File: src/rtl/core/rhtd_pkg.sv
// shared types and constants for the run-length half texel decoder
package rhtd_pkg;

    localparam logic [63:0] FNV_BASIS  = 64'hCBF29CE484222325;
    localparam logic [63:0] HASH_PRIME = 64'h00000100000001B3;
    localparam logic [63:0] MAGIC_WORD = 64'h004B50474F463358;
    localparam logic [31:0] PKT_VERSION = 32'd1;
    localparam logic [31:0] HDR_BYTES   = 32'd56;
    localparam logic [5:0]  HDR_LAST    = 6'd55;

    localparam logic [1:0] KIND_LIT  = 2'd0;
    localparam logic [1:0] KIND_ZERO = 2'd1;
    localparam logic [1:0] KIND_END  = 2'd2;

    localparam logic [3:0] STAT_OK       = 4'd0;
    localparam logic [3:0] STAT_CONFIG   = 4'd1;
    localparam logic [3:0] STAT_MAGIC    = 4'd2;
    localparam logic [3:0] STAT_VERSION  = 4'd3;
    localparam logic [3:0] STAT_META     = 4'd4;
    localparam logic [3:0] STAT_TRUNC    = 4'd5;
    localparam logic [3:0] STAT_RUN      = 4'd6;
    localparam logic [3:0] STAT_HALF     = 4'd7;
    localparam logic [3:0] STAT_TRAILING = 4'd8;
    localparam logic [3:0] STAT_CHECKSUM = 4'd9;

    localparam logic [2:0] REG_PROFILE   = 3'd0;
    localparam logic [2:0] REG_RECIPE    = 3'd1;
    localparam logic [2:0] REG_WIDTH     = 3'd2;
    localparam logic [2:0] REG_HEIGHT    = 3'd3;
    localparam logic [2:0] REG_TEXEL     = 3'd4;
    localparam logic [2:0] REG_DECODED   = 3'd5;
    localparam logic [2:0] REG_CHECKSUM  = 3'd6;

    typedef enum logic [1:0] {
        PH_HEADER,
        PH_RUNWORD,
        PH_LITERAL,
        PH_DONE
    } t_phase;

    typedef enum logic [2:0] {
        S_RUN,
        S_TEST,
        S_MULH,
        S_MULF,
        S_FIN
    } t_state;

    typedef struct packed {
        logic [31:0] profile;
        logic [31:0] recipe;
        logic [31:0] width;
        logic [31:0] height;
        logic [31:0] texel_size;
        logic [31:0] decoded_size;
        logic [63:0] checksum;
    } t_cfg;

    typedef struct packed {
        logic [1:0]  kind;
        logic [30:0] word_index;
        logic [14:0] half_word;
        logic [30:0] zero_words;
        logic [3:0]  status;
        logic        done_res;
    } t_res;

    typedef struct packed {
        logic       take;
        logic       mul_en;
        logic       mul_sel_h;
        logic [1:0] chunk;
        logic       shift_n;
        logic       fin;
    } t_cmd;

    typedef struct packed {
        logic zero_start;
        logic n_zero;
        logic n_bit0;
        logic n_upper_zero;
        logic pend_eop;
    } t_sts;

endpackage

File: src/rtl/core/rhtd_outq.sv
// four-entry result queue, up to two pushes and one pop per cycle
module rhtd_outq
    import rhtd_pkg::*;
(
    input  logic i_clk,
    input  logic i_rst_n,
    input  logic i_push_a,
    input  t_res i_res_a,
    input  logic i_push_b,
    input  t_res i_res_b,
    output logic o_room,
    output logic o_valid,
    output t_res o_res,
    input  logic i_pop
);

    t_res       r_mem [4];
    logic [1:0] r_wp, r_rp;
    logic [2:0] r_cnt;
    logic [1:0] n_wp_b;
    logic [2:0] n_cnt;

    always_comb begin
        n_wp_b = r_wp + 2'd1;
        n_cnt  = r_cnt + {2'b0, i_push_a} + {2'b0, i_push_b} - {2'b0, i_pop && o_valid};
    end

    always_ff @(posedge i_clk) begin
        if (i_push_a) begin
            r_mem[r_wp] <= i_res_a;
        end
        if (i_push_b) begin
            r_mem[n_wp_b] <= i_res_b;
        end
        if (!i_rst_n) begin
            r_wp  <= '0;
            r_rp  <= '0;
            r_cnt <= '0;
        end else begin
            r_wp  <= r_wp + {1'b0, i_push_a} + {1'b0, i_push_b};
            r_rp  <= r_rp + {1'b0, i_pop && o_valid};
            r_cnt <= n_cnt;
        end
    end

    assign o_room  = (r_cnt <= 3'd2);
    assign o_valid = (r_cnt != 3'd0);
    assign o_res   = r_mem[r_rp];

endmodule

File: config.mk
export PLATFORM = sky130hd
export DESIGN_NAME = rhtd_outq
export DESIGN_NICKNAME = d
export VERILOG_FILES = /design/src/rtl/core/rhtd_pkg.sv /design/src/rtl/core/rhtd_outq.sv
export SDC_FILE = /design/constraint.sdc
export NUM_CORES = 1
export LEC_CHECK = 0
export BUFFER_PORTS_ARGS = -buffer_cell sky130_fd_sc_hd__buf_2
export CORE_MARGIN = 5
export CORE_UTILIZATION = 40
export DETAILED_ROUTE_END_ITERATION = 8
export PLACE_DENSITY_LB_ADDON = 0.05
export SETUP_SLACK_MARGIN = 0.05
export SLEW_MARGIN = 15
export SYNTH_ARGS = -nofsm -noshare
export SYNTH_HDL_FRONTEND = slang
export SYNTH_SLANG_ARGS = --single-unit
File: constraint.sdc
create_clock -name i_clk -period 8 [get_ports i_clk]
set_input_delay 0.4 -clock i_clk [delete_from_list [all_inputs] [get_ports i_clk]]
set_output_delay 0.4 -clock i_clk [all_outputs]
set_load 0.05 [all_outputs]
# After elaboration in Yosys (flattened, before gate mapping)
# Memories as Yosys holds them, arrays and structs flattened. A register that Yosys moved wholly into a read port is not among the register bits.
# Cells that the tools add are included.
# word_totals
reg_bits	7
mem_bits_rw	336
inputBits	173
output_inout_bits	86
n_memories	1
# memory_table
name	words	width	read_ports	rd_ports_with_merged_regs	write_ports	line	text
r_mem	4	84	1	1	2	rhtd_outq.sv:17	t_res r_mem [4];
# op_classes
n_addsub	7
n_lt_le_gt_ge	1
muxes	5
reduce_logical	2
# ops
cell	count
$add 2x1->2	3
$add 3x1->3	2
$mux 1	4
$le 3x2->1 const B	1
$reduce_bool 3->1	1
$sub 3x1->3	1
$add 2x1->2 const B	1
$mux 2	1
$logic_and 1x1->1	1

# Longest topological paths before layout
# Gate-level depths: netlist of the first run.
# depth
ltp_word	4
depth_mapped	8
depth_no_buf	8

# Least setup slack after synthesis of the first run
# No wires, ideal clock.
# synth_timing
path_kind	reg2reg
from	reg r_wp[0]
to	mem r_mem[2][0] in the netlist's numbering (enable)
setup_ns	0.642
t_arrival_ns	6.417
required_time_ns	7.358
setup_slack_ns	0.941
stages_incl_launch_ff	3
n_path_buf	0
path_cell_list	dfxtp_1 > nand2b_1 > o21ai_0
# synth_lines
element	line	text
start: declaration	rhtd_outq.sv:18	logic [1:0] r_wp, r_rp;
start signal: assignment	rhtd_outq.sv:40	r_wp <= r_wp + {1'b0, i_push_a} + {1'b0, i_push_b};
end: declaration	rhtd_outq.sv:17	

==> results of run 1 <==
## final timing paths
check	start	to	cells after the start
worst max register to register	r_wp[1]	r_mem[0][16]	3
worst min register to register	r_cnt[0]	r_cnt[0]	2
worst max-delay path	r_rp[0]	o_res[48]	3
worst min-delay path	i_rst_n	r_rp[0]	2
## power groups by stage
stage          Combinational (mW)  Clock (mW)  Sequential [mW]
3_3_place_gp                 1.92           0             2.44
2_1_floorplan                1.52           0             2.37
3_5_place_dp                 1.93           0             2.44
6_report                     1.90        1.80             2.40
5_1_grt                      2.01        1.92             2.43
4_1_cts                      1.93        1.85             2.41
## per-stage QoR
step | instance area (um2) | std cells
2_1_floorplan | 16480 | 854
3_3_place_gp | 18330 | 1606
3_5_place_dp | 18330 | 1606
4_1_cts | 19630 | 1682
5_1_grt | 19630 | 1684
6_report | 19640 | 1687
## routing by layer
metal | track usage, % | up-vias | share of wire [%]
met5 | 0 | - | 0.27
met3 | 4.952 | 61 | 6.7
met2 | 29.98 | 225 | 49
met1 | 24.36 | 4685 | 42
li1 | - | 4065 | -
met4 | 4.546 | 16 | 1.8
## worst max-delay path, stage by stage (launching register included)
cell	delay, ns
dfxtp_4	0.98
buf_4	0.89
mux4_2	0.63
buf_2	0.23
## logic make-up (layout without fill, tap and decap cells)
family	after synthesis	count (layout)	synth area share [%]
AOI/OAI and AO/OA	3	3	0.1063
other	0	5	0
xor gates and xnor gates	3	3	0.1595
adders and majority gates	6	6	0.5924
buffers and inverters	61	357	1.899
DFF	343	343	62.09
muxes	421	421	34.51
and+or+nand+nor	17	17	0.6455
## area by class of cell
class                      instances  area (um2)  share of cell area, %
clock buffer                      56        1155                  5.880
antenna                            5       12.51                0.06370
tap                              532       665.6                  3.389
inverter                           6       22.52                 0.1147
multi-input combinational        450        5989                  30.49
clock inverter                    20       140.1                 0.7135
sequential                       343       10240                  52.12
timing repair buffer             275        1419                  7.224
## state kept, by name, indices dropped and copies added, names as in the netlist
signal  flops
r_mem     336
r_cnt       3
r_rp        2
r_wp        2
## cells in the final DEF (no fill, tap or decap)
cell,count
mux2_2,336
edfxtp_1,336
buf_2,258
mux4_2,84
clkbuf_16,43
buf_4,17
clkinv_1,11
clkbuf_1,10
and2_1,8
inv_1,6
clkinv_2,6
diode_2,5
dfxtp_1,5
fa_1,3
ha_1,3
clkbuf_8,3
nand3b_1,2
o21ai_4,2
nor2_4,2
xor2_1,2
bufinv_16,2
dfxtp_4,2
nor3b_4,1
nand3_4,1
or3_1,1
nand2b_1,1
mux2i_1,1
nor2_1,1
a21o_1,1
xnor2_1,1
inv_6,1
==> results.yml, run 1 <==
worst_setup_path:
  cp.arrival_ns: 3.32
  worstPathRequired_ns: 7.60
  endpoint_kind: "output pin"
  worstSetupPathType: "flop to output pin"
  critPathMaxFanout: 44
  rrSetupSlack_ns: 5.25
  worstSetupStartpointType: "flop"
floorplanning:
  die_w_um: 213.0
  die-area_um2: 45350
  fp.dieH_um: 213.0
  rows: 74
  initial_utilization_pct: 40.35
  coreArea_um2: 40830
  ios: 259
sta:
  setup_viol: 0
  slew_violations: 0
  worst_slack_ns: 4.276
  finalClockSkew_ns: 0.007687
  rsz0062_at_grt: "false"
  hold_ws_ns: 0.1600
  slew_headroom_pct: 32.21
  worstMarginPinSlew_ns: 1.017
  fmax_ghz: 0.2686
  finalSetupTns_ns: 0
  hold_viol: 0
  finalCriticalPeriod_ns: 3.724
  period_share_pct: 46.54
synthesis:
  synthCells: 854
  yosysUniqueCellTypes: 23
  netlist.top_cell.by_area: "edfxtp_1"
  synth.area.top_cells: "edfxtp_1, mux2_2, mux4_2, buf_2, dfxtp_1"
  ys.flop_type: "edfxtp_1"
  ys_warn_count: 0
  ys_seq_area_share_pct: 62.09
  synth_top_area_share_pct: 61.24
  synthTopCellsByCount: "edfxtp_1, mux2_2, mux4_2"
  synth_nets: 1033
  async_flop_share_pct: 0
  synth_seq_cells: 343
  syn-cell-area_um2: 16480
  synth-edff-count: 336
  avgSynthCellArea_um2: 19.29
power_and_ir_drop:
  clock_power_share_pct: 29.6
  internal_power_mw: 3.996
  ir_worst_vdd_v: 0.0001790
  netSwitchingPower_mw: 2.101
  power_frac_comb_pct: 31.1
  p_total_mw: 6.096
  p_leak_nw: 6.921
  pwr-share-seq_pct: 39.3
  pwr_density_cell_nw_per_um2: 310.4
  p_sw_share_pct: 34.46
detailed_routing:
  via_per_inst: 5.366
  antenna_left: 0
  drc_errors: 0
  drtPass1Iterations: 5
  wl_per_cell_um: 24.73
  vias: 9052
  drt-total-wl_um: 41720
  drtIter0Drc: 523
grt:
  overflow: 0
  antenna_found_initial: 12
  grt_pass1_wl_um: 62180
  grt_pass1_vias: 9733
  grt_usage_pct: 18.26
  grt_max_degree: 57
placement:
  pre_cts_ws_ns: 4.695
  gp_congestion: 0.7313
  dpl.hpwl_um: 24710
  io_buffers: 258
finish:
  fin_util_pct: 48.10
  nFillCells: 3503
  drive_gt1_share_pct: 65.91
  area_delta_synth_final_pct: 19.21
  fin_nets: 1296
clocking:
  clkSlewWorstSetupHoldPaths_ns: 0.06
  clkSinkCount: 343
  cts.htree.levels: 2
  holdBufCountCts: 0
  cts_max_path_buffers: 3
  post-cts-setup-buffers: 0
  cts_tree: "done"
  post_cts_resized: 0
  clock-root-buffer: "clkbuf_16"
  clock_latency_ns: 0.54
  cts_made_buffers: 41
hold_path:
  hold_class: "primary input to flop"
run_status:
  status: "finished clean"
flow_run:
  drv_cap: 0
(Power assumes the default switching activity.)
==> run 2: changes to the inputs <==
- ABC_AREA: unset -> 1
- clock period: 8 -> 3.6 ns (I/O delays scaled with it)
==> run 2 against run 1 <==
Net effect: synthesized cell count rose to 2.9 times the previous value; global-route usage up 4.9 points; synthesized area up 18%; non-clock buffer count up 242; clock power up 120%; hold slack worse by 0.14 ns; clock skew up 0.0033 ns; clock-buffer cell count up 3; setup slack worse by 3.7 ns; largest cell class unchanged; largest power group is now combinational cells.
==> results.yml, run 2 <==
power_and_ir_drop:
  ir_worst_vdd_v: 0.0005344
  pwr_density_cell_nw_per_um2: 629.7
  p_leak_nw: 12.36
worst_setup_path:
  crit_slowest_cell: "buf_4"
  critPathTopFamily: "buffers and inverters"
  worstSetupPathType: "flop to flop"
  cp.buffers_inverters: 3
  worstSetupStartpointType: "flop"
  startpoint: "r_wp[1]"
  reg2reg_from: "r_wp[1]"
  path_cells: "clkinv_2 -> nand3_4 -> buf_4 -> nand2_1 -> nand2_1 -> dlygate4sd3_1"
  critPathMaxFanout: 84
  cp_slowest_stage_delay_ns: 0.90
  cp.arrival_ns: 3.43
  endpoint_kind: "flop"
  crit_top_cell: "nand2_1"
  worstPathRequired_ns: 4.03
detailed_routing:
  drt-total-wl_um: 62880
  antenna_left: 0
  drtIter0Drc: 1245
  wl_per_cell_um: 17.79
  drtPass1Iterations: 6
  via_per_inst: 5.054
  drc_errors: 0
  vias: 17870
finish:
  layout_commonest_cell: "nand2_1"
  largestRegisters: "r_mem x336, r_cnt x3"
  fin_util_pct: 51.55
  fin_area_um2: 24660
  nFillCells: 4576
  area_delta_synth_final_pct: 27.13
  fin_nets: 3068
  largest-register: "r_mem"
  largest_reg_flops: 336
  most-common-layout-cells: "nand2_1, inv_1, edfxtp_1"
  drive_gt1_share_pct: 12.06
sta:
  finalSetupTns_ns: 0
  hold_viol: 0
  setup_viol: 0
  slew_headroom_pct: 22.17
  finalClockSkew_ns: 0.01094
  finalCriticalPeriod_ns: 2.998
  slew_violations: 0
  fmax_ghz: 0.3335
  worstMarginPinSlew_ns: 1.168
  rsz0062_at_grt: "false"
  period_share_pct: 83.29
synthesis:
  synth-simple-area-share_pct: 32.12
  synth.area.top_cells: "edfxtp_1, nand2_1, inv_1, nand3_1, nand4_1"
  synth_compound_area_share_pct: 2.244
  synth_nets: 2683
  avgSynthCellArea_um2: 7.748
  synthCells: 2504
  yosysMostFrequentCell: "nand2_1"
  synth.mux.area_fraction_pct: 0
  netlist.top_cell.by_area: "edfxtp_1"
  synth-edff-count: 336
  synthXorXnorAreaFrac_pct: 0
  syn-cell-area_um2: 19400
  ys.flop_type: "edfxtp_1"
  async_flop_share_pct: 0
  synth_top_family_by_area: "simple AND/OR/NAND/NOR gates"
  synthTopCellsByCount: "nand2_1, inv_1, edfxtp_1"
  synth_seq_cells: 343
  ys_seq_area_share_pct: 52.73
  ys_warn_count: 0
  yosysUniqueCellTypes: 21
  synthAdderAreaFrac_pct: 0.5030
  synth_top_area_share_pct: 52.01
clocking:
  post-cts-setup-buffers: 0
  cts_tree: "done"
  cts_made_buffers: 42
  clkSinkCount: 343
  cts.htree.levels: 2
  clock-root-buffer: "clkbuf_16"
  clock_latency_ns: 0.56
  clkSlewWorstSetupHoldPaths_ns: 0.06
  cts_max_path_buffers: 3
grt:
  overflow: 0
  grt_pass1_vias: 17570
  antenna_found_initial: 2
  grt_pass1_wl_um: 98220
  grt_usage_pct: 23.20
  grt_max_degree: 170
hold_path:
  hold_class: "primary input to flop"
  hold_path_startpoint: "i_res_b[80]"
flow_run:
  drv_cap: 0
floorplanning:
  die-area_um2: 53010
  ios: 259
  fp.dieH_um: 230.2
  die_w_um: 230.2
  initial_utilization_pct: 40.55
  rows: 80
  coreArea_um2: 47850
placement:
  io_buffers: 258
  post_dp_cell_area_um2: 21140
  dpl.hpwl_um: 35030
  gp_congestion: 0.7730
run_status:
  status: "finished clean"
==> run 2: cell types whose count changed in the layout (fill, tap and decap cells not counted), moves of 10 or more <==
cell,delta
nand2_1,+1020
o21ai_0,+56
mux2_2,-336
dlygate4sd3_1,+228
nand4_1,+168
nand3_1,+255
inv_1,+424
mux4_2,-84
o21ai_1,+28
buf_12,+10
==> run 2: worst paths after layout <==
kind	endpoint	slack [ns]	depth (start not counted)
hold / removal	r_mem[3][80]	0.02	3
setup reg to reg	r_mem[2][17]	0.60	6
setup / recovery	r_mem[2][17]	0.60	6
hold reg to reg	r_cnt[2]	0.65	4
==> run 2: timing repair <==
item                                   4_1_cts  5_1_grt
hold buffers                               228        0
endpoints found under the hold margin      341        0
resized for setup                            0        0
==> run 2: metal layers <==
layer  global-route usage, %  routed length, um
met1                   29.12              26100
met2                   41.31              31280
met3                   3.380               3654
met4                   7.528               1828
met5                       0                 13
==> run 2: logic make-up (layout without fill, tap and decap cells) <==
| family | count (synthesis) | after routing |
|---|---|---|
| simple gates | 1459 | 1459 |
| flops | 343 | 343 |
| buf+inv | 610 | 1025 |
| other cells | 0 | 1 |
| fa+ha+maj | 6 | 6 |
| compound gates | 86 | 86 |
==> run 2: through the flow <==
| stage | cells | hold slack [ns] | power (mW) | worst slack (ns) |
|---|---|---|---|---|
| 2_1_floorplan | 2504 | 0.2735 | 9.669 | 0.3035 |
| 3_3_place_gp | 3232 | 0.4744 | 11.43 | 1.109 |
| 3_5_place_dp | 3232 | 0.4791 | 11.48 | 1.091 |
| 4_1_cts | 3534 | 0.0004210 | 15.69 | 0.6134 |
| 5_1_grt | 3535 | 0.003746 | 16.36 | 0.4225 |
| 6_report | 3535 | 0.02002 | 15.53 | 0.6016 |
==> run 2: area by class of cell <==
| cell class | instances | area (um2) | area share, % |
|---|---|---|---|
| clock inverter | 15 | 57.56 | 0.2334 |
| multi-input combinational | 1551 | 6835 | 27.71 |
| antenna | 1 | 2.502 | 0.01015 |
| clock buffer | 59 | 1179 | 4.779 |
| tap | 615 | 769.5 | 3.120 |
| timing repair buffer | 517 | 3940 | 15.98 |
| inverter | 434 | 1635 | 6.630 |
| sequential | 343 | 10240 | 41.54 |
==> run 2: power by group <==
| part | internal (mW) | total (mW) | switching, mW |
|---|---|---|---|
| Sequential | 5.01 | 5.17 | 0.169 |
| Combinational | 1.58 | 6.43 | 4.85 |
| Clock | 2.26 | 3.92 | 1.66 |
| Total | 8.85 | 15.5 | 6.68 |
==> run 2: worst reg2reg max path, stage by stage, from the launching register on <==
cell and delay, ns:
dfxtp_4 0.84, clkinv_2 0.24, nand3_4 0.12, buf_4 0.90, nand2_1 0.14, nand2_1 0.10
dlygate4sd3_1 0.54
==> run 3: changes to the inputs <==
- clock period: 3.6 -> 2.4 ns (I/O delays scaled with it)
==> run 3 against run 2 <==
Net effect: clock skew grew 0.0016 ns; cell area grew 0.66%; die area is the same.
==> results.yml, run 3 (synthesis results as in run 2) <==
clocking:
  post-cts-setup-buffers: 0
  cts_made_buffers: 42
  clkSlewWorstSetupHoldPaths_ns: 0.06
  clkSinkCount: 343
  clock-root-buffer: "clkbuf_16"
  cts_tree: "done"
  cts.htree.levels: 2
  cts_max_path_buffers: 3
  clock_latency_ns: 0.56
placement:
  dpl.hpwl_um: 35090
  io_buffers: 258
  gp_congestion: 0.7723
floorplanning:
  fp.dieH_um: 230.2
  ios: 259
  die-area_um2: 53010
  rows: 80
  coreArea_um2: 47850
  die_w_um: 230.2
  initial_utilization_pct: 40.55
grt:
  grt_max_degree: 211
  overflow: 0
  antenna_found_initial: 4
  grt_pass1_vias: 17930
  grt_usage_pct: 24.18
  grt_pass1_wl_um: 101200
sta:
  finalClockSkew_ns: 0.01257
  slew_violations: 0
  setup_viol: 0
  rsz0062_at_grt: "false"
  finalCriticalPeriod_ns: 2.252
  finalSetupTns_ns: 0
  slew_headroom_pct: 32.11
  fmax_ghz: 0.4440
  period_share_pct: 93.83
  worstMarginPinSlew_ns: 1.018
  hold_viol: 0
finish:
  nFillCells: 4485
  largestRegisters: "r_mem x336, r_cnt x3"
  drive_gt1_share_pct: 12.57
  largest_reg_flops: 336
  most-common-layout-cells: "nand2_1, inv_1, edfxtp_1"
  layout_commonest_cell: "nand2_1"
  area_delta_synth_final_pct: 27.97
  fin_nets: 3068
  largest-register: "r_mem"
run_status:
  status: "finished clean"
power_and_ir_drop:
  pwr_density_cell_nw_per_um2: 954.6
  ir_worst_vdd_v: 0.0006604
  p_leak_nw: 12.45
  netSwitchingPower_mw: 10.24
  p_sw_share_pct: 43.20
  pwr-share-seq_pct: 32.6
  clock_power_share_pct: 25.4
  internal_power_mw: 13.46
  p_total_mw: 23.70
  power_frac_comb_pct: 42.0
detailed_routing:
  via_per_inst: 5.058
  drtPass1Iterations: 5
  antenna_left: 0
  drtIter0Drc: 1291
  vias: 17900
  wl_per_cell_um: 18.28
  drc_errors: 0
  drt-total-wl_um: 64700
worst_setup_path:
  cp.arrival_ns: 2.56
  critPathMaxFanout: 36
  worstSetupPathType: "flop to flop"
  rr_worst_depth: 5
  worstSetupStartpointType: "flop"
  worstPathRequired_ns: 2.71
  endpoint_kind: "flop"
  rrSetupSlack_ns: 0.15
hold_path:
  min_path_cells: 4
  hold_class: "primary input to flop"
flow_run:
  drv_cap: 0
==> run 3: cell count changes in the layout (fill, tap and decap cells not counted), sizes merged <==
| cell | before | now |
|---|---|---|
| buf | 288 | 297 |
| dlygate4sd3 | 228 | 219 |
| diode | 1 | 4 |
| bufinv | 0 | 1 |
==> run 3: what timing repair did <==
item | 4_1_cts | 5_1_grt
hold buffers | 219 | 0
endpoints found under the hold margin | 343 | 0
endpoints found under the setup margin | 0 | 17
gates resized for setup | 0 | 4
==> run 3: stage by stage <==
step                instances  cell area [um2]  worst slack, ns  util, %  hold slack, ns
finish                   3539            24830           0.1480    51.89         0.06688
global route             3539            24830          0.05663    51.89         0.07672
CTS                      3535            24800          0.07145    51.84         0.04484
detailed placement       3241            21340           0.2570    44.60          0.4214
global placement         3241            21340           0.3202    44.60          0.4205
floorplan                2504            19430           0.2688        -          0.2135
==> run 3: path summary, 6_finish.rpt <==
check                 endpoint     start
hold reg to reg       r_cnt[0]  r_cnt[0]
setup reg to reg  r_mem[3][26]   r_wp[0]
hold / removal         r_wp[0]  i_push_a
setup / recovery  r_mem[3][26]   r_wp[0]
==> run 3: power groups by stage <==
stage	logic [mW]	clock network [mW]	registers, mW
after floorplan	6.71	0	7.75
after global placement	9.61	0	7.83
after detailed placement	9.67	0	7.85
after CTS	10.1	6.17	7.72
after global routing	10.8	6.39	7.78
final	9.95	6.03	7.72
==> run 3: critical path: stages, from the launching register on <==
cell and delay, ns:
dfxtp_4 0.54, clkinv_2 0.29, buf_4 0.38, nand4_1 0.14, nand2_1 0.07, dlygate4sd3_1 0.55
==> run 3: area by class of cell <==
class                      instances  area, um2  area share [%]
timing repair buffer             517       4058           16.34
sequential                       343      10240           41.26
multi-input combinational       1551       6835           27.53
tap                              615      769.5           3.099
inverter                         434       1638           6.597
clock inverter                    16      93.84          0.3780
clock buffer                      59       1179           4.747
antenna                            4      10.01         0.04032
==> run 3: metal layers <==
layer	up-vias	share of wire [%]	GRT usage (%)
li1	8758	-	-
met1	8447	41	30.19
met2	592	50	42.96
met3	103	6.6	3.689
met4	0	2.7	8.182
met5	-	0	0
