<file path="src/rtl/core/rhtd_pkg.sv">
// shared types and constants for the run-length half texel decoder
package rhtd_pkg;

    localparam logic [63:0] FNV_BASIS  = 64'hCBF29CE484222325;
    localparam logic [63:0] HASH_PRIME = 64'h00000100000001B3;
    localparam logic [63:0] MAGIC_WORD = 64'h004B50474F463358;
    localparam logic [31:0] PKT_VERSION = 32'd1;
    localparam logic [31:0] HDR_BYTES   = 32'd56;
    localparam logic [5:0]  HDR_LAST    = 6'd55;

    localparam logic [1:0] KIND_LIT  = 2'd0;
    localparam logic [1:0] KIND_ZERO = 2'd1;
    localparam logic [1:0] KIND_END  = 2'd2;

    localparam logic [3:0] STAT_OK       = 4'd0;
    localparam logic [3:0] STAT_CONFIG   = 4'd1;
    localparam logic [3:0] STAT_MAGIC    = 4'd2;
    localparam logic [3:0] STAT_VERSION  = 4'd3;
    localparam logic [3:0] STAT_META     = 4'd4;
    localparam logic [3:0] STAT_TRUNC    = 4'd5;
    localparam logic [3:0] STAT_RUN      = 4'd6;
    localparam logic [3:0] STAT_HALF     = 4'd7;
    localparam logic [3:0] STAT_TRAILING = 4'd8;
    localparam logic [3:0] STAT_CHECKSUM = 4'd9;

    localparam logic [2:0] REG_PROFILE   = 3'd0;
    localparam logic [2:0] REG_RECIPE    = 3'd1;
    localparam logic [2:0] REG_WIDTH     = 3'd2;
    localparam logic [2:0] REG_HEIGHT    = 3'd3;
    localparam logic [2:0] REG_TEXEL     = 3'd4;
    localparam logic [2:0] REG_DECODED   = 3'd5;
    localparam logic [2:0] REG_CHECKSUM  = 3'd6;

    typedef enum logic [1:0] {
        PH_HEADER,
        PH_RUNWORD,
        PH_LITERAL,
        PH_DONE
    } t_phase;

    typedef enum logic [2:0] {
        S_RUN,
        S_TEST,
        S_MULH,
        S_MULF,
        S_FIN
    } t_state;

    typedef struct packed {
        logic [31:0] profile;
        logic [31:0] recipe;
        logic [31:0] width;
        logic [31:0] height;
        logic [31:0] texel_size;
        logic [31:0] decoded_size;
        logic [63:0] checksum;
    } t_cfg;

    typedef struct packed {
        logic [1:0]  kind;
        logic [30:0] word_index;
        logic [14:0] half_word;
        logic [30:0] zero_words;
        logic [3:0]  status;
        logic        done_res;
    } t_res;

    typedef struct packed {
        logic       take;
        logic       mul_en;
        logic       mul_sel_h;
        logic [1:0] chunk;
        logic       shift_n;
        logic       fin;
    } t_cmd;

    typedef struct packed {
        logic zero_start;
        logic n_zero;
        logic n_bit0;
        logic n_upper_zero;
        logic pend_eop;
    } t_sts;

endpackage

</file>
<file path="src/rtl/core/rhtd_ctrl.sv">
// sequencer: byte intake and square-and-multiply steps for zero runs
module rhtd_ctrl
    import rhtd_pkg::*;
(
    input  logic i_clk,
    input  logic i_rst_n,
    input  logic i_in_valid,
    input  logic i_room,
    input  t_sts i_sts,
    output logic o_in_ready,
    output t_cmd o_cmd
);

    t_state     r_state, n_state;
    logic [1:0] r_chunk, n_chunk;

    always_ff @(posedge i_clk) begin
        if (!i_rst_n) begin
            r_state <= S_RUN;
            r_chunk <= '0;
        end else begin
            r_state <= n_state;
            r_chunk <= n_chunk;
        end
    end

    always_comb begin
        n_state    = r_state;
        n_chunk    = r_chunk;
        o_in_ready = 1'b0;
        o_cmd      = '0;
        o_cmd.chunk = r_chunk;
        case (r_state)
            S_RUN: begin
                o_in_ready = i_room;
                o_cmd.take = i_in_valid && i_room;
                if (o_cmd.take && i_sts.zero_start) begin
                    n_state = S_TEST;
                end
            end
            S_TEST: begin
                n_chunk = '0;
                if (i_sts.n_zero) begin
                    n_state = i_sts.pend_eop ? S_FIN : S_RUN;
                end else if (i_sts.n_bit0) begin
                    n_state = S_MULH;
                end else begin
                    n_state = S_MULF;
                end
            end
            S_MULH: begin
                o_cmd.mul_en    = 1'b1;
                o_cmd.mul_sel_h = 1'b1;
                n_chunk = r_chunk + 2'd1;
                if (r_chunk == 2'd3) begin
                    // last set bit: no more squaring needed
                    if (i_sts.n_upper_zero) begin
                        o_cmd.shift_n = 1'b1;
                        n_state = S_TEST;
                    end else begin
                        n_state = S_MULF;
                    end
                end
            end
            S_MULF: begin
                o_cmd.mul_en = 1'b1;
                n_chunk = r_chunk + 2'd1;
                if (r_chunk == 2'd3) begin
                    o_cmd.shift_n = 1'b1;
                    n_state = S_TEST;
                end
            end
            S_FIN: begin
                o_cmd.fin = 1'b1;
                n_state = S_RUN;
            end
            default: begin
                n_state = S_RUN;
            end
        endcase
    end

endmodule

</file>
<file path="config.mk">
export PLATFORM = sky130hd
export DESIGN_NAME = rhtd_ctrl
export DESIGN_NICKNAME = d
export VERILOG_FILES = /design/src/rtl/core/rhtd_pkg.sv /design/src/rtl/core/rhtd_ctrl.sv
export SDC_FILE = /design/constraint.sdc
export NUM_CORES = 1
export LEC_CHECK = 0
export BUFFER_PORTS_ARGS = -buffer_cell sky130_fd_sc_hd__buf_2
export CELL_PAD_IN_SITES_DETAIL_PLACEMENT = 1
export CELL_PAD_IN_SITES_GLOBAL_PLACEMENT = 2
export CORE_MARGIN = 5
export CORE_UTILIZATION = 19
export DETAILED_ROUTE_END_ITERATION = 12
export PLACE_DENSITY_LB_ADDON = 0.12
export SLEW_MARGIN = 20
export SYNTH_ARGS = -nofsm -noshare
export SYNTH_HDL_FRONTEND = slang
export SYNTH_SLANG_ARGS = --single-unit
</file>
<file path="constraint.sdc">
create_clock -name i_clk -period 1.2 [get_ports i_clk]
set_input_delay 0.18 -clock i_clk [delete_from_list [all_inputs] [get_ports i_clk]]
set_output_delay 0.18 -clock i_clk [all_outputs]
set_load 0.005 [all_outputs]
</file>
Yosys cells after proc, flatten, opt, wreduce, memory -nomap -nowiden. Index checks and enable logic that the tools add are counted.

Reductions and logical operators: 6. Multiplexer cells: 18. Add/subtract/negate cells: 1. Equality and inequality tests: 8.

Operators by type and width (count): $mux 3 (5); $pmux 3 s4 (1); $mux 1 (9); $eq 3x2->1 const B (2); $ne 2x2->1 const B (3); $pmux 2 s2 (1); $eq 3x1->1 const B (1); $eq 3x3->1 const B (1); $logic_not 3->1 (1); $reduce_and 3->1 (1); $add 2x1->2 const B (1); $eq 2x2->1 const B (1); $logic_and 1x1->1 (2); $mux 2 (1); $pmux 1 s2 (1); $reduce_bool 2->1 (1); $reduce_or 2->1 (1).

Register bits: 5. Output and inout port bits: 8. Logic and storage cells: 35. Input port bits: 9.

Longest topological paths before layout. Gate-level depths: netlist of run 1.

Depth in word-level cells: 4. Mapped depth: 4. Mapped depth without buffers: 4.

Worst setup path after synthesis of run 1. No wires, ideal clock.

Path type: flip-flop to flip-flop. Start point: reg r_state[2]. End point: reg r_state[0]. Arrival time: 0.906 ns. Stages on the path, launching flop included: 4. Slack: 0.173 ns. Setup time: 0.121 ns. Cells stage by stage: dfxtp_1 > or3_4 > a31oi_1 > o21ai_1.

Longest elaborated chain between the ends: 3. Elaborated cells between the ends (all ways): 9.

RTL lines: start, declared (line rhtd_ctrl.sv:14) `t_state r_state, n_state;`; start signal, assigned (line rhtd_ctrl.sv:22) `r_state <= n_state;`; $eq 3x2->1 / $logic_not 3->1 (equally long branches) (line rhtd_ctrl.sv:33) `case (r_state)`; $ne 2x2->1 (no source line); $reduce_and 3->1 (no source line).

Several ways; a longest one is shown, not always the timed one. A chain may end at the register's enable or synchronous reset.

Worst setup path in the final report of run 1.
Start point: reg r_state[0]. End point: out o_in_ready.

Longest elaborated chain between the ends: 2.

RTL lines: $logic_not 3->1 (line rhtd_ctrl.sv:33); $mux 1 (line rhtd_ctrl.sv:33); end, declared (line rhtd_ctrl.sv:10) `output logic o_in_ready,`.

Every way passes these cells.

==> flow_summary.yaml, run 1 <==
route:
  viasPerCell: 4.77
  postRouteAntennaNets: 0
  drtIter0Drc: 5
  vias: 367
  drt-wirelength-per-cell_um: 13.6
  route.detailed.drc: 0
  detail_route.wirelength_um: 1050
  first_pass_iters: 4
min_path:
  min_delay_worst_endpoint: "r_state[2]$_SDFFE_PN0P_"
  whs_path_depth: 3
  startpoint_of_the_worst_hold_path: "i_sts[0]"
  holdCritPathClass: "in -> reg"
power:
  peakVddDrop_mv: 0.293
  powerDensity_mw_per_mm2: 1110
  leakage_nw: 0.224
final_layout:
  num_antenna_cells: 0
  mostFrequentLayoutCell: "sky130_fd_sc_hd__buf_2"
  synthToLayoutAreaGrowth_pct: 68.1
  nets: 72
  leading_cell_types_in_the_layout_fill_and_taps_excluded: "sky130_fd_sc_hd__buf_2, sky130_fd_sc_hd__nor2_2, sky130_fd_sc_hd__buf_4"
  layout.filler_cells: 193
  postLayoutCellArea_um2: 475
  share_of_post_route_cells_with_drive_strength_above_1_pct: 55.7
clock_tree:
  clock_tree.root_cell: "sky130_fd_sc_hd__clkbuf_4"
  worstSkewPairLatency_ns: 0.25
  cts_inserted_buffers: 3
  cts_max_path_buffers: 2
  cts-hold-fix-buffers: 0
  cts_tree: "built"
  cts_h_tree_depth: 1
  clk_pin_slew_worst_paths_ns: 0.05
  cts_num_sinks: 5
synthesis:
  syn_inst: 37
  yosysUniqueCellTypes: 18
  postSynthRegisterBits: 5
  yosys_warnings: 0
  synth_fp_nets: 47
  syn_area_um2: 283
  synth_area_per_cell_um2: 7.64
  ys_seq_area_share_pct: 35.4
floorplan:
  die_height_um: 48.6
  start_util_pct: 19.4
  die_area_mm2: 0.00236
  number_of_rows_created_at_floorplan: 14
  ioPinCount: 17
  core_region_area_mm2: 0.00145
  die_w_um: 48.6
timing:
  grt_setup_unrepaired: "true"
  timing_worst_slew_pin_value_ns: 0.196
  timing_hold_violations_final: 0
  final.period_utilization_pct: 110
  final_worst_setup_slack_ns: -0.125
  finalSetupViolations: 6
  fmax_mhz: 754
  period_needed_ns: 1.33
  clock-skew-final_ns: 0.00843
  max_slew_violation_count: 0
  timing.slew.headroom_pct: 86.9
global_route:
  grt_overflow: 0
  global_route_usage_over_all_layers_pct: 9.93
  grt_pass1_wl_um: 1790
  antenna_violations_before_repair: 0
  first_global_vias: 406
  grt_max_degree: 7
setup_path:
  reg2reg_depth: 3
  crit_path_end_kind: "primary output"
  regToRegEndpoint: "r_state[0]$_SDFFE_PN0P_"
  arrival_ns: 1.15
  crit_path_max_fanout: 6
  start_kind: "flop"
  worst-endpoint-required_ns: 1.02
  worst_r2r_startpoint: "r_state[0]$_SDFFE_PN0P_"
  reg2reg_setup_slack_ns: 0.11
  criticalPathCategory: "reg -> out"
placement:
  place.detailed.hpwl_um: 825
  place.gp.congestion: 0.776
  pre_cts_slack_ns: 0.107
  post_dp_cell_area_um2: 398
  port_buffers: 16
run_status:
  status: "finished, violations left"
  violated_checks: "negative setup slack"
flow_run:
  timing.max_cap.violations: 0
==> worst max-delay path, stage by stage (launching register included) <==
cell	delay (ns)
sky130_fd_sc_hd__dfxtp_2	0.35
sky130_fd_sc_hd__or3_4	0.35
sky130_fd_sc_hd__nor2_2	0.08
sky130_fd_sc_hd__buf_2	0.11
==> power breakdown <==
| part | leakage (nW) | internal (mW) | switching (mW) |
|---|---|---|---|
| sequential | 0.0420 | 0.179 | 0.0132 |
| clock | 0.0150 | 0.126 | 0.0773 |
| combinational | 0.167 | 0.0665 | 0.0644 |
==> per-layer routing <==
layer	GRT usage (%)	vias up	part of all wire, %
met5	0	-	0
met4	6.73	0	0.86
met3	4.60	2	8.2
met2	16.3	19	50
met1	9.81	173	40
li1	-	173	-
==> final cells by class <==
| class | count | area (µm²) | share of cell area [%] |
|---|---|---|---|
| Clock buffer | 4 | 26.3 | 5.53 |
| Timing Repair Buffer | 20 | 110 | 23.2 |
| Multi-Input combinational cell | 29 | 201 | 42.4 |
| Tap cell | 16 | 20.0 | 4.21 |
| Sequential cell | 5 | 104 | 21.8 |
| Inverter | 3 | 13.8 | 2.89 |
==> registers in the layout, summed over array words and instances, names as in the netlist <==
| register | cells |
|---|---|
| r_state | 3 |
| r_chunk | 2 |
==> cells in the mapped netlist, drive strengths merged <==
library cell / n / share of area, %
a21boi: 2 / 5.3
a2bb2oi: 1 / 3.1
a31oi: 1 / 2.2
and2: 1 / 2.2
dfxtp: 5 / 35
ha: 1 / 4.4
inv: 3 / 4.0
nand2: 3 / 4.0
nand2b: 4 / 8.8
nand4b: 1 / 3.1
nor2: 7 / 9.3
nor2b: 1 / 2.2
nor3: 1 / 1.8
o21ai: 4 / 7.1
o221ai: 1 / 3.1
or3: 1 / 4.0
==> logic make-up (layout without fill, tap and decap cells) <==
logic type	Yosys count	count (layout)	synth area share (%)
simple gates	19	19	35.4
compound gates	9	9	20.8
buf+inv	3	27	3.98
fa+ha+maj	1	1	4.42
flops	5	5	35.4
==> worst max path at each step <==
stage	startpoint	endpoint	slack, ns	cells after the start
5_1_grt	r_state[0]$_SDFFE_PN0P_	o_cmd[6]	-0.19	3
2_1_floorplan	r_state[2]$_SDFFE_PN0P_	r_state[0]$_SDFFE_PN0P_	0.17	3
4_1_cts	r_state[2]$_SDFFE_PN0P_	o_in_ready	-0.13	3
3_3_place_gp	r_state[1]$_SDFFE_PN0P_	r_state[0]$_SDFFE_PN0P_	0.12	4
3_5_place_dp	r_state[0]$_SDFFE_PN0P_	o_cmd[6]	0.11	3
6_report	r_state[0]$_SDFFE_PN0P_	o_in_ready	-0.13	3
==> per-stage QoR <==
stage / util, % / setup TNS (ns) / power [mW] / instances / hold slack, ns
6_report: 32.7 / -0.410 / 0.527 / 77 / 0.169
5_1_grt: 32.7 / -0.753 / 0.571 / 77 / 0.165
4_1_cts: 32.2 / -0.422 / 0.527 / 77 / 0.167
3_5_place_dp: 27.4 / 0 / 0.307 / 71 / 0.428
3_3_place_gp: 27.4 / 0 / 0.302 / 71 / 0.431
2_1_floorplan: - / 0 / 0.252 / 37 / 0.298
==> repair_timing <==
item                                    in CTS  in global routing
buffers inserted                             2                  0
hold endpoints to repair                     0                  0
endpoints found under the setup margin       6                  6
resized for setup                            8                  3
pin swaps                                    3                  2
No activity file was read; power rests on OpenSTA's default activity.
==> run 2: changes to the inputs <==
--- a/config.mk
+++ b/config.mk
@@ -11,6 +11,7 @@
 export CORE_MARGIN = 5
 export CORE_UTILIZATION = 19
 export DETAILED_ROUTE_END_ITERATION = 12
+export GPL_TIMING_DRIVEN = 0
 export PLACE_DENSITY_LB_ADDON = 0.12
 export SLEW_MARGIN = 20
 export SYNTH_ARGS = -nofsm -noshare
==> flow_summary.yaml, run 2 (synthesis results as in run 1) <==
setup_path:
  crit_path_end_kind: "primary output"
  timing.critical_path.cells: "or3_4 -> nor2_2 -> buf_2"
  crit_path_max_fanout: 3
  worst_r2r_startpoint: "r_chunk[0]$_SDFFE_PN0P_"
  critical_path.slowest_cell: "sky130_fd_sc_hd__or3_4"
  critPathMaxStageDelay_ns: 0.41
  setup.worst_path.start: "r_state[0]$_SDFFE_PN0P_"
  start_kind: "flop"
  worst-endpoint-required_ns: 1.02
  reg2reg_setup_slack_ns: 0.09
  arrival_ns: 1.17
  criticalPathCategory: "reg -> out"
  reg2reg_depth: 6
  crit_end: "o_in_ready"
  regToRegEndpoint: "r_state[1]$_SDFFE_PN0P_"
timing:
  final_worst_setup_slack_ns: -0.153
  max_slew_violation_count: 0
  timing.slew.headroom_pct: 87.6
  period_needed_ns: 1.35
  timing_worst_slew_pin_value_ns: 0.186
  fmax_mhz: 739
  finalHoldWorstSlack_ns: 0.158
  final.period_utilization_pct: 113
  finalSetupViolations: 4
  clock-skew-final_ns: 0.00379
  timing_hold_violations_final: 0
  grt_setup_unrepaired: "true"
placement:
  place.detailed.hpwl_um: 794
  place.gp.congestion: 0.759
  dp.cells: 69
  pre_cts_slack_ns: 0.0138
  post_dp_cell_area_um2: 383
  port_buffers: 16
run_status:
  violated_checks: "negative setup slack"
  status: "finished, violations left"
floorplan:
  core_region_area_mm2: 0.00145
  ioPinCount: 17
  die_area_mm2: 0.00236
  die_w_um: 48.6
  die_height_um: 48.6
  number_of_rows_created_at_floorplan: 14
  start_util_pct: 19.4
global_route:
  global_route_usage_over_all_layers_pct: 9.74
  first_global_vias: 420
  grt_max_degree: 8
  grt_overflow: 0
  grt_pass1_wl_um: 1770
  antenna_violations_before_repair: 0
power:
  powerDensity_mw_per_mm2: 1020
  peakVddDrop_mv: 0.355
  leakage_nw: 0.245
clock_tree:
  clk_pin_slew_worst_paths_ns: 0.05
  cts_max_path_buffers: 2
  cts_h_tree_depth: 1
  worstSkewPairLatency_ns: 0.24
  cts_num_sinks: 5
  clock_tree.root_cell: "sky130_fd_sc_hd__clkbuf_4"
  cts_inserted_buffers: 3
  cts_tree: "built"
final_layout:
  max_flop_register: "r_state"
  synthToLayoutAreaGrowth_pct: 88.9
  num_antenna_cells: 0
  largest_reg_flops: 3
  finish.cell_count_without_fillers: 80
  nets: 75
  reg.largest.list: "r_state x3, r_chunk x2"
  mostFrequentLayoutCell: "sky130_fd_sc_hd__buf_2"
  leading_cell_types_in_the_layout_fill_and_taps_excluded: "sky130_fd_sc_hd__buf_2, sky130_fd_sc_hd__buf_4, sky130_fd_sc_hd__dfxtp_4"
  finish.utilization_pct: 36.7
  share_of_post_route_cells_with_drive_strength_above_1_pct: 62.5
  postLayoutCellArea_um2: 534
route:
  viasPerCell: 4.66
  first_pass_iters: 1
  drtIter0Drc: 0
  vias: 373
  route.detailed.drc: 0
  drt-wirelength-per-cell_um: 13.6
  postRouteAntennaNets: 0
  detail_route.wirelength_um: 1090
min_path:
  holdCritPathClass: "in -> reg"
flow_run:
  timing.max_cap.violations: 0
[run 2: cell count changes in the layout (fill, tap and decap cells not counted), sizes merged]
cell  delta
buf      +3
[run 2: critical path, delay by kind of cell (launching register included)]
| family | cells | cell delay [ns] |
|---|---|---|
| flip-flops | 1 | 0.33 |
| AND/OR/NAND/NOR | 2 | 0.49 |
| buffers and inverters | 1 | 0.11 |
[run 2: worst min-delay path by stage]
stage               startpoint                       to  slack, ns  cells after the start
finish                i_sts[0]  r_state[2]$_SDFFE_PN0P_       0.16                      3
global route          i_sts[0]  r_state[2]$_SDFFE_PN0P_       0.17                      3
CTS                   i_sts[0]  r_state[2]$_SDFFE_PN0P_       0.15                      3
detailed placement    i_sts[0]  r_state[2]$_SDFFE_PN0P_       0.42                      3
global placement      i_sts[0]  r_state[2]$_SDFFE_PN0P_       0.41                      3
floorplan             i_sts[3]  r_state[2]$_SDFFE_PN0P_       0.30                      2
[run 2: per-stage QoR]
| step | power [mW] | setup TNS (ns) |
|---|---|---|
| 2_1_floorplan | 0.252 | 0 |
| 3_3_place_gp | 0.295 | 0 |
| 3_5_place_dp | 0.302 | 0 |
| 4_1_cts | 0.527 | -0.401 |
| 5_1_grt | 0.585 | -0.620 |
| 6_report | 0.543 | -0.379 |
[run 2: area by class of cell]
type	instances	area, µm²
fill	186	920
multi-input combinational	29	223
timing repair buffer	23	133
sequential	5	119
clock buffer	4	26.3
tap	16	20.0
inverter	3	13.8
[run 2: what timing repair did]
action	4_1_cts	5_1_grt
setup buffers	3	4
pin swaps	3	3
hold buffers	0	0
gates resized for setup	14	8
gates cloned	0	0
setup endpoints to repair	6	6
[run 2: metal layers]
metal	share of wire (%)	wire, µm	GRT usage [%]	up-vias
met4	1.8	19	5.38	0
met1	40	433	9.44	179
li1	-	-	-	179
met2	50	547	16.7	13
met3	7.8	85	4.60	2
met5	0	0	0	-
[run 2: where the power goes]
group / internal, mW / leakage, nW / switching [mW]
clock network: 0.126 / 0.0150 / 0.0699
registers: 0.174 / 0.0444 / 0.00891
logic: 0.0840 / 0.186 / 0.0801
total: 0.384 / 0.245 / 0.159
==> run 3: changes to the inputs <==
--- a/config.mk
+++ b/config.mk
@@ -9,7 +9,8 @@
 export CELL_PAD_IN_SITES_DETAIL_PLACEMENT = 1
 export CELL_PAD_IN_SITES_GLOBAL_PLACEMENT = 2
 export CORE_MARGIN = 5
-export CORE_UTILIZATION = 19
+export CORE_UTILIZATION = 21
+export CTS_BUF_LIST = sky130_fd_sc_hd__clkbuf_4
 export DETAILED_ROUTE_END_ITERATION = 12
 export GPL_TIMING_DRIVEN = 0
 export PLACE_DENSITY_LB_ADDON = 0.12
==> flow_summary.yaml, run 3 (synthesis results as in run 1) <==
power:
  leakage_nw: 0.248
  peakVddDrop_mv: 0.483
  powerDensity_mw_per_mm2: 1060
timing:
  fin_setup_tns_ns: -0.593
  final.period_utilization_pct: 113
  clock-skew-final_ns: 0.00180
  period_needed_ns: 1.35
  fmax_mhz: 738
  timing_worst_slew_pin_value_ns: 0.163
  timing.slew.headroom_pct: 89.0
  grt_setup_unrepaired: "true"
  timing_hold_violations_final: 0
  final_worst_setup_slack_ns: -0.154
  max_slew_violation_count: 0
  finalSetupViolations: 6
setup_path:
  setup.worst_path.start: "r_state[1]$_SDFFE_PN0P_"
  crit_path_end_kind: "primary output"
  path_delay_family: "simple AND/OR/NAND/NOR gates"
  critPathMaxStageDelay_ns: 0.40
  crit_path_max_fanout: 3
  critical_path.slowest_cell: "sky130_fd_sc_hd__or3_4"
  worst_r2r_startpoint: "r_state[1]$_SDFFE_PN0P_"
  reg2reg_setup_slack_ns: 0.02
  timing.critical_path.cells: "or3_4 -> nor2_2 -> buf_2"
  criticalPathCategory: "reg -> out"
  worst-endpoint-required_ns: 1.02
  arrival_ns: 1.17
  start_kind: "flop"
  timing.critical_path.buf_inv: 1
floorplan:
  die_height_um: 46.7
  die_w_um: 46.7
  die_area_mm2: 0.00218
  start_util_pct: 22.0
  number_of_rows_created_at_floorplan: 13
  core_region_area_mm2: 0.00128
  ioPinCount: 17
global_route:
  first_global_vias: 405
  grt_pass1_wl_um: 1660
  antenna_violations_before_repair: 0
  grt_overflow: 0
  global_route_usage_over_all_layers_pct: 11.1
  grt_max_degree: 7
run_status:
  violated_checks: "negative setup slack"
  status: "finished, violations left"
final_layout:
  num_antenna_cells: 0
  nets: 74
  ff_latch_area_um2: 111
  largest_reg_flops: 3
  mostFrequentLayoutCell: "sky130_fd_sc_hd__buf_2"
  max_flop_register: "r_state"
  reg.largest.list: "r_state x3, r_chunk x2"
  finish.cell_count_without_fillers: 78
  multi_input_area_um2: 213
  leading_cell_types_in_the_layout_fill_and_taps_excluded: "sky130_fd_sc_hd__buf_2, sky130_fd_sc_hd__nor2_1, sky130_fd_sc_hd__clkbuf_4, sky130_fd_sc_hd__buf_6, sky130_fd_sc_hd__buf_4"
  share_of_post_route_cells_with_drive_strength_above_1_pct: 63.5
  postLayoutCellArea_um2: 532
  synthToLayoutAreaGrowth_pct: 88.1
  layout.filler_cells: 166
clock_tree:
  clock_tree.root_cell: "sky130_fd_sc_hd__clkbuf_4"
  cts_max_path_buffers: 2
  cts_inserted_buffers: 3
  cts_num_sinks: 5
  cts_h_tree_depth: 1
  clk_pin_slew_worst_paths_ns: 0.04
  cts_tree: "built"
  worstSkewPairLatency_ns: 0.24
flow_run:
  timing.max_cap.violations: 0
route:
  viasPerCell: 4.73
  drt-wirelength-per-cell_um: 13.9
  postRouteAntennaNets: 0
  route.detailed.drc: 0
  drtIter0Drc: 4
  detail_route.wirelength_um: 1090
  first_pass_iters: 2
  vias: 369
placement:
  dp.cells: 68
  post_dp_cell_area_um2: 382
  port_buffers: 16
  place.gp.congestion: 0.705
  pre_cts_slack_ns: 0.0293
  place.detailed.hpwl_um: 755
min_path:
  holdCritPathClass: "in -> reg"
  startpoint_of_the_worst_hold_path: "i_sts[0]"
[run 3: cell count changes in the layout (fill, tap and decap cells not counted), sizes merged]
| cell | change |
|---|---|
| buf | -1 |
[run 3: repair_timing]
item,in CTS,in global routing
buffers inserted,5,1
pin swaps,4,2
resized for setup,12,9
setup endpoints to repair,6,6
hold buffers,0,0
[run 3: final timing paths]
path,end,cells past startpoint
worst min register to register,r_chunk[0]$_SDFFE_PN0P_,2
worst max register to register,r_state[0]$_SDFFE_PN0P_,5
worst min-delay path,r_state[2]$_SDFFE_PN0P_,3
worst max-delay path,o_cmd[6],3
[run 3: cell type report]
| type | instances | area share (%) |
|---|---|---|
| multi-input cells | 29 | 40.0 |
| well taps | 15 | 3.53 |
| clock buffers | 4 | 5.65 |
| repair buffers | 22 | 27.3 |
| inverters | 3 | 2.59 |
| flip-flops and latches | 5 | 20.9 |
[run 3: stage by stage]
step / power [mW] / util (%) / hold slack (ns)
6_report: 0.562 / 41.4 / 0.161
5_1_grt: 0.601 / 41.4 / 0.174
4_1_cts: 0.543 / 38.0 / 0.162
3_5_place_dp: 0.301 / 29.7 / 0.426
3_3_place_gp: 0.294 / 29.7 / 0.410
2_1_floorplan: 0.252 / - / 0.298
[run 3: report_power, final]
part	internal, mW	switching (mW)
combinational	0.0809	0.0688
sequential	0.177	0.0159
clock	0.148	0.0709
total	0.407	0.156
[run 3: routing by layer]
metal	part of all wire (%)	routed length, µm	track usage (%)
met3	5.6	61	3.91
met5	0	0	0
met1	39	418	11.0
met4	0.83	9	6.63
met2	55	595	19.5
[run 3: worst register-to-register path, delay by kind of cell (launching register included)]
| kind | cells | cell delay (ns) |
|---|---|---|
| buf+inv | 2 | 0.26 |
| simple gates | 1 | 0.20 |
| flops | 1 | 0.34 |
| compound gates | 2 | 0.28 |
